--- config.mk ---
export PLATFORM = sky130hd
export DESIGN_NAME = utf8_sequence_decoder_flat
export DESIGN_NICKNAME = d
export VERILOG_FILES = /design/src/rtl/utf8dec_pkg.sv /design/src/rtl/utf8dec_if.sv /design/src/rtl/utf8_sequence_decoder.sv /design/src/flat_wrapper.sv
export SDC_FILE = /design/constraint.sdc
export NUM_CORES = 1
export LEC_CHECK = 0
export ABC_AREA = 1
export BUFFER_PORTS_ARGS = -buffer_cell sky130_fd_sc_hd__buf_2
export CAP_MARGIN = 20
export CORE_AREA = 8 8 86 88
export CTS_CLUSTER_DIAMETER = 200
export CTS_CLUSTER_SIZE = 12
export DETAILED_ROUTE_END_ITERATION = 12
export DIE_AREA = 0 0 94 96
export PLACE_DENSITY = 0.93
export RECOVER_POWER = 100
export SLEW_MARGIN = 20
export SYNTH_ARGS = -nofsm -noshare
export SYNTH_HDL_FRONTEND = slang
export SYNTH_SLANG_ARGS = --single-unit
export TNS_END_PERCENT = 5
--- constraint.sdc ---
create_clock -name clk -period 7.3 [get_ports clk]
set_clock_uncertainty 0.1 [all_clocks]
set_input_delay 0 -clock clk [delete_from_list [all_inputs] [get_ports clk]]
set_output_delay 0 -clock clk [all_outputs]
set_load 0.05 [all_outputs]
--- src/rtl/utf8dec_pkg.sv ---
// Package for the UTF-8 sequence decoder: field widths, byte-count type and
// the per-class payload mask and minimum tables.
// No dependencies.
`timescale 1ns / 1ps

package utf8dec_pkg;

  localparam int unsigned ByteW  = 8;
  localparam int unsigned CodeW  = 31;
  localparam int unsigned CountW = 3;

  typedef logic [ByteW-1:0]  byte_t;
  typedef logic [CodeW-1:0]  code_t;
  typedef logic [CountW-1:0] seq_len_t;

  // Total byte counts of a sequence
  localparam seq_len_t Len1 = 3'd1;
  localparam seq_len_t Len2 = 3'd2;
  localparam seq_len_t Len3 = 3'd3;
  localparam seq_len_t Len4 = 3'd4;
  localparam seq_len_t Len5 = 3'd5;
  localparam seq_len_t Len6 = 3'd6;

  // Payload mask of a finished sequence by its byte count
  function automatic code_t class_mask(seq_len_t len);
    code_t m;
    case (len)
      Len1:    m = 31'h0000_007F;
      Len2:    m = 31'h0000_07FF;
      Len3:    m = 31'h0000_FFFF;
      Len4:    m = 31'h001F_FFFF;
      Len5:    m = 31'h03FF_FFFF;
      default: m = 31'h7FFF_FFFF;
    endcase
    return m;
  endfunction

  // Smallest value that is not overlong for the byte count
  function automatic code_t class_min(seq_len_t len);
    code_t m;
    case (len)
      Len1:    m = 31'h0000_0000;
      Len2:    m = 31'h0000_0080;
      Len3:    m = 31'h0000_0800;
      Len4:    m = 31'h0001_0000;
      Len5:    m = 31'h0020_0000;
      default: m = 31'h0400_0000;
    endcase
    return m;
  endfunction

endpackage

--- src/rtl/utf8dec_if.sv ---
// Handshake interfaces of the UTF-8 sequence decoder: byte input channel
// and decoded result channel. Depends on utf8dec_pkg.
`timescale 1ns / 1ps

interface utf8dec_in_if;
  import utf8dec_pkg::*;
  logic  valid;
  logic  ready;
  byte_t in_byte;

  modport source (output valid, output in_byte, input ready);
  modport sink   (input valid, input in_byte, output ready);
endinterface

interface utf8dec_out_if;
  import utf8dec_pkg::*;
  logic     valid;
  logic     ready;
  code_t    code_point;
  logic     decode_error;
  seq_len_t seq_bytes;

  modport source (output valid, output code_point, output decode_error,
                  output seq_bytes, input ready);
  modport sink   (input valid, input code_point, input decode_error,
                  input seq_bytes, output ready);
endinterface

--- src/rtl/utf8_sequence_decoder.sv ---
// UTF-8 sequence decoder top level, 1 to 6 byte form.
// Depends on utf8dec_pkg and the interfaces in utf8dec_if.sv.
//
// Takes one byte per cycle and gives one result per finished sequence: the
// code point masked to its class, an error flag and the byte count. A byte
// is held in an input register, decoded against the sequence state by a
// short mask/shift/compare path, and a finished result lands in an output
// register, so the last byte of a sequence passes the input register and
// then the output register before its result is presented.
// Throughput is one byte per cycle; the input register and the output
// register let a new byte enter while a result waits to be taken, and the
// block only stalls a byte that finishes a sequence while the output
// register is full and not being read. Stray leads (10xxxxxx, 0xFE, 0xFF)
// open a 6-byte sequence that ends in error; bad continuation bytes are
// still counted.
`timescale 1ns / 1ps

module utf8_sequence_decoder (
  input logic          clk,
  input logic          rst,
  utf8dec_in_if.sink   in_ch,
  utf8dec_out_if.source out_ch
);
  import utf8dec_pkg::*;

  // input register
  logic  in_valid;
  byte_t in_q;

  // sequence state
  seq_len_t bytes_left;
  code_t    accumulator;
  seq_len_t seq_class;
  logic     sticky_error;

  // output register
  logic     out_valid;
  code_t    code_point;
  logic     decode_error;
  seq_len_t seq_bytes;

  // decode path
  seq_len_t bytes_left_next;
  code_t    accumulator_next;
  seq_len_t seq_class_next;
  logic     sticky_error_next;
  logic     finish;
  code_t    value;
  logic     err;
  logic     step;

  always_comb begin
    seq_class_next    = seq_class;
    sticky_error_next = sticky_error;
    if (bytes_left == '0) begin
      sticky_error_next = 1'b0;
      case (in_q) inside
        8'b0???_????: seq_class_next = Len1;
        8'b110?_????: seq_class_next = Len2;
        8'b1110_????: seq_class_next = Len3;
        8'b1111_0???: seq_class_next = Len4;
        8'b1111_10??: seq_class_next = Len5;
        8'b1111_110?: seq_class_next = Len6;
        default: begin
          seq_class_next    = Len6;
          sticky_error_next = 1'b1;
        end
      endcase
      accumulator_next = {{(CodeW-ByteW){1'b0}}, in_q};
      bytes_left_next  = seq_class_next - Len1;
    end else begin
      if (in_q[7:6] != 2'b10) begin
        sticky_error_next = 1'b1;
      end
      accumulator_next = {accumulator[CodeW-7:0], in_q[5:0]};
      bytes_left_next  = bytes_left - 3'd1;
    end
    finish = (bytes_left_next == '0);
    value  = accumulator_next & class_mask(seq_class_next);
    err    = sticky_error_next | (value < class_min(seq_class_next));
  end

  // hold a finishing byte only while the result register is blocked
  assign step        = in_valid & (~finish | ~out_valid | out_ch.ready);
  assign in_ch.ready = ~in_valid | step;

  always_ff @(posedge clk) begin
    if (rst) begin
      in_valid <= 1'b0;
    end else if (in_ch.valid && in_ch.ready) begin
      in_valid <= 1'b1;
    end else if (step) begin
      in_valid <= 1'b0;
    end
  end

  always_ff @(posedge clk) begin
    if (in_ch.valid && in_ch.ready) begin
      in_q <= in_ch.in_byte;
    end
  end

  always_ff @(posedge clk) begin
    if (rst) begin
      bytes_left   <= '0;
      accumulator  <= '0;
      seq_class    <= '0;
      sticky_error <= 1'b0;
    end else if (step) begin
      if (finish) begin
        bytes_left   <= '0;
        accumulator  <= '0;
        seq_class    <= '0;
        sticky_error <= 1'b0;
      end else begin
        bytes_left   <= bytes_left_next;
        accumulator  <= accumulator_next;
        seq_class    <= seq_class_next;
        sticky_error <= sticky_error_next;
      end
    end
  end

  always_ff @(posedge clk) begin
    if (rst) begin
      out_valid <= 1'b0;
    end else if (step && finish) begin
      out_valid <= 1'b1;
    end else if (out_ch.ready) begin
      out_valid <= 1'b0;
    end
  end

  always_ff @(posedge clk) begin
    if (step && finish) begin
      code_point   <= err ? '0 : value;
      decode_error <= err;
      seq_bytes    <= seq_class_next;
    end
  end

  assign out_ch.valid        = out_valid;
  assign out_ch.code_point   = code_point;
  assign out_ch.decode_error = decode_error;
  assign out_ch.seq_bytes    = seq_bytes;

endmodule
--- src/flat_wrapper.sv ---
// flat-port wrapper written by rule: the top's interface ports become plain ports
module utf8_sequence_decoder_flat import utf8dec_pkg::*;
  (clk, rst, in_ch_valid, in_ch_in_byte, in_ch_ready, out_ch_valid, out_ch_code_point, out_ch_decode_error, out_ch_seq_bytes, out_ch_ready);
  utf8dec_in_if in_ch_i ();
  utf8dec_out_if out_ch_i ();
  input logic clk;
  input logic rst;
  input wire logic [$bits(in_ch_i.valid)-1:0] in_ch_valid;
  input wire logic [$bits(in_ch_i.in_byte)-1:0] in_ch_in_byte;
  output wire logic [$bits(in_ch_i.ready)-1:0] in_ch_ready;
  output wire logic [$bits(out_ch_i.valid)-1:0] out_ch_valid;
  output wire logic [$bits(out_ch_i.code_point)-1:0] out_ch_code_point;
  output wire logic [$bits(out_ch_i.decode_error)-1:0] out_ch_decode_error;
  output wire logic [$bits(out_ch_i.seq_bytes)-1:0] out_ch_seq_bytes;
  input wire logic [$bits(out_ch_i.ready)-1:0] out_ch_ready;
  assign in_ch_i.valid = in_ch_valid;
  assign in_ch_i.in_byte = in_ch_in_byte;
  assign in_ch_ready = in_ch_i.ready;
  assign out_ch_valid = out_ch_i.valid;
  assign out_ch_code_point = out_ch_i.code_point;
  assign out_ch_decode_error = out_ch_i.decode_error;
  assign out_ch_seq_bytes = out_ch_i.seq_bytes;
  assign out_ch_i.ready = out_ch_ready;
  utf8_sequence_decoder u_core (.clk(clk), .rst(rst), .in_ch(in_ch_i), .out_ch(out_ch_i));
endmodule
==> impl_metrics.tcl <==
set metrics [dict create \
    status "finished with violations" \
    violations "capacitance limit, slew limit" \
    r2r_slack_ns 2.08 \
    synth-simple-area-share_pct 28.1 \
    final_cell_mix "nand2_1 (113), inv_1 (52), edfxtp_1 (43)" \
    die_area_um2 9020 \
    final_net_count 490 \
    setup_violations 0 \
    grt_pass1_vias 2927 \
    vias_per_cell 5.33 \
    synth_nets 434 \
    grt_max_degree 36 \
    slew-limit-headroom_pct -1.27 \
    syn2layout_area_growth_pct 13.3 \
    clkLatencyLatePin_ns 0.35 \
    required_ns 7.24 \
    period_share_pct 71.5 \
    critPathMaxFanout 31 \
    pin_count 49 \
    synth_area_per_cell_um2 8.71 \
    diodes 0 \
    slowest_stage "nand2_1" \
    worstReg2RegEnd "u_core.out_ch.code_point[7]$_SDFFCE_PP0P_" \
    ys_seq_elements 77 \
    numCtsBuffers 9 \
    gp_congestion 0.940 \
    hold_end "u_core.accumulator[1]$_SDFFE_PP0P_" \
    peakVddDrop_mv 0.153 \
    p_total_uw 992 \
    hp-start "rst" \
    die_x_um 94 \
    synth_mux_area_share_pct 0.276 \
    power_density_nw_per_um2 241 \
    grt_remaining_overflow 0 \
    post-dp-hpwl_mm 5.37 \
    start_util_pct 59.6 \
    synth_area_um2 3630 \
    die_h_um 96 \
    synth_xor_area_share_pct 0.482 \
    ff2ff_path_depth 20 \
    portBuffers 48 \
    core_area_um2 6100 \
    synth_top_family_by_area "simple AND/OR/NAND/NOR gates" \
    final_common_cell "nand2_1" \
    post_synth_num_cell_types 33 \
    ys_async_sr_fraction_pct 0 \
    cp_common_cell "nand2_1" \
    slew_viol_final 32 \
    cts_htree_levels 3 \
    critPathLaunchType "flop" \
    path_cells "inv_1 -> nand2_1 -> nor2_1 -> nand3_1 -> nand2_1 -> inv_1 -> nand3_1 -> nand2_1 -> nand2_1 -> nand3_1 -> inv_1 -> ha_1 -> nand2_1 -> nor2_1 -> nand2_1 -> nand2_1 -> nand2_1 -> nand3_2 -> nand2_1 -> nor2_1" \
    clkTransAtPathRegs_ns 0.07 \
    drt_wl_total_mm 7.88 \
    design_area_um2 4110 \
    stdcell_count 555 \
    ys_warn_count 0 \
    fin_crit_ns 5.22 \
    wl_per_cell_um 14.2 \
    critPathArrivalTime_ns 5.17 \
    r2r-start "u_core.bytes_left[1]$_SDFFE_PP0P_" \
    max_freq_mhz 191 \
    grt_antenna_before_repair 0 \
    final.setup.tns_ns 0 \
    cts.sinks 77 \
    cpPeakStageDelay_ns 1.10 \
    hold_viol 0 \
    tightest_slew_ns 1.52 \
    synth_compound_area_share_pct 7.37 \
    grt_use_total_pct 18.7 \
    synth_seq_area_share_pct 54.3 \
    cp-end-kind "flop" \
    drive_above_1_share_pct 14.0 \
    max_cap_violations 1 \
    dr.first_iter.drc_count 248 \
    timing_worst_setup_path_type "flop to flop" \
    postRouteAntennaNets 0 \
    synth-adder-area-share_pct 1.72 \
    synth_edf_count 43 \
    post_cts_buffers 0 \
    clock_path_buffers 2 \
    dpl_cell_area_um2 3890 \
    post-route-drc-count 0 \
    rsz0062_at_grt "false" \
    netlist_instances 417 \
    first_pass_iters 5 \
    hold_path_depth 2 \
    n_fill_cell 495 \
    utilization_pct 67.5 \
    rows 29 \
    min_path_type "primary input to flop" \
    num_vias 2960 \
    dpl.cell_count 528 \
    grt_pass1_wl_mm 13.1 \
    ctsRootBufferMaster "clkbuf_8" \
    synth_flop_cell "edfxtp_1" \
    p_leak_uw 0.00157 \
    cts_tree "built" \
]
==> power breakdown <==
group	switching (µW)	internal (µW)
Combinational	150	47.7
Clock	152	155
Sequential	10.1	477
==> cells in the mapped netlist, drive strengths merged (2+ instances only) <==
cell / n / area [µm²]
nand2: 115 / 457
nor2: 65 / 332
inv: 52 / 195
edfxtp: 43 / 1290
dfxtp: 34 / 681
a21oi: 33 / 165
nand3: 31 / 200
buf: 11 / 71.3
o21ai: 8 / 43.8
ha: 5 / 62.6
clkbuf: 4 / 15.0
o211ai: 3 / 22.5
a21boi: 2 / 15.0
nand4: 2 / 12.5
xnor2: 2 / 17.5
==> worst max-delay path: cells and delay by family, from the launching register on <==
family,cells,cell delay [ns]
buffers and inverters,3,0.35
and+or+nand+nor,16,3.86
adders and majority gates,1,0.25
DFF,1,0.34
==> state kept, by name, indices dropped and copies added, names as in the netlist <==
name and cells:
u_core.out_ch.code_point 31, u_core.out_ch.valid 1, u_core.out_ch.decode_error 1, u_core.bytes_left 3, u_core.out_ch.seq_bytes 3, u_core.accumulator 25, u_core.in_q 8, u_core.sticky_error 1
u_core.seq_class 3, u_core.in_valid 1
==> worst max-delay path by stage <==
stage	cells past startpoint	from	to
2_1_floorplan	15	u_core.bytes_left[1]$_SDFFE_PP0P_	u_core.out_ch.code_point[0]$_SDFFCE_PP0P_
3_3_place_gp	15	u_core.bytes_left[1]$_SDFFE_PP0P_	u_core.out_ch.code_point[28]$_SDFFCE_PP0P_
3_5_place_dp	15	u_core.bytes_left[1]$_SDFFE_PP0P_	u_core.out_ch.code_point[18]$_SDFFCE_PP0P_
4_1_cts	15	u_core.bytes_left[1]$_SDFFE_PP0P_	u_core.out_ch.code_point[28]$_SDFFCE_PP0P_
5_1_grt	20	u_core.bytes_left[1]$_SDFFE_PP0P_	u_core.out_ch.code_point[7]$_SDFFCE_PP0P_
6_report	20	u_core.bytes_left[1]$_SDFFE_PP0P_	u_core.out_ch.code_point[7]$_SDFFCE_PP0P_
==> kinds of logic after synthesis <==
kind of cell    Yosys count
compound gates           49
flops                    77
buf+inv                  67
mux                       1
fa+ha+maj                 5
xor+xnor                  2
simple gates            216
==> cell type report <==
class	count	area, µm²	share of cell area [%]
Multi-Input combinational cell	273	1350	32.8
Tap cell	77	96.3	2.34
Clock inverter	2	16.3	0.395
Sequential cell	77	1970	47.9
Clock buffer	14	174	4.23
Inverter	52	195	4.74
Timing Repair Buffer	60	312	7.57
==> per-layer routing <==
layer	wire length, µm	vias to the layer above	global-route usage (%)
met4	150	0	8.98
met3	734	13	7.41
met1	3190	1358	20.6
li1	-	1449	-
met2	3800	140	31.2
met5	0	-	0
==> repair_timing <==
item,4_1_cts,5_1_grt
endpoints found under the setup margin,0,0
hold buffers,11,0
resized for setup,0,0
hold endpoints to repair,10,0
==> per-stage QoR <==
stage                     setup slack (ns)  hold WS, ns
final                                 2.08       0.0561
after global routing                  1.58       0.0653
after CTS                             3.36       0.0365
after detailed placement              3.40       0.0781
after global placement                3.54       0.0766
after floorplan                       4.38      -0.0309
No activity file was read; power rests on OpenSTA's default activity.
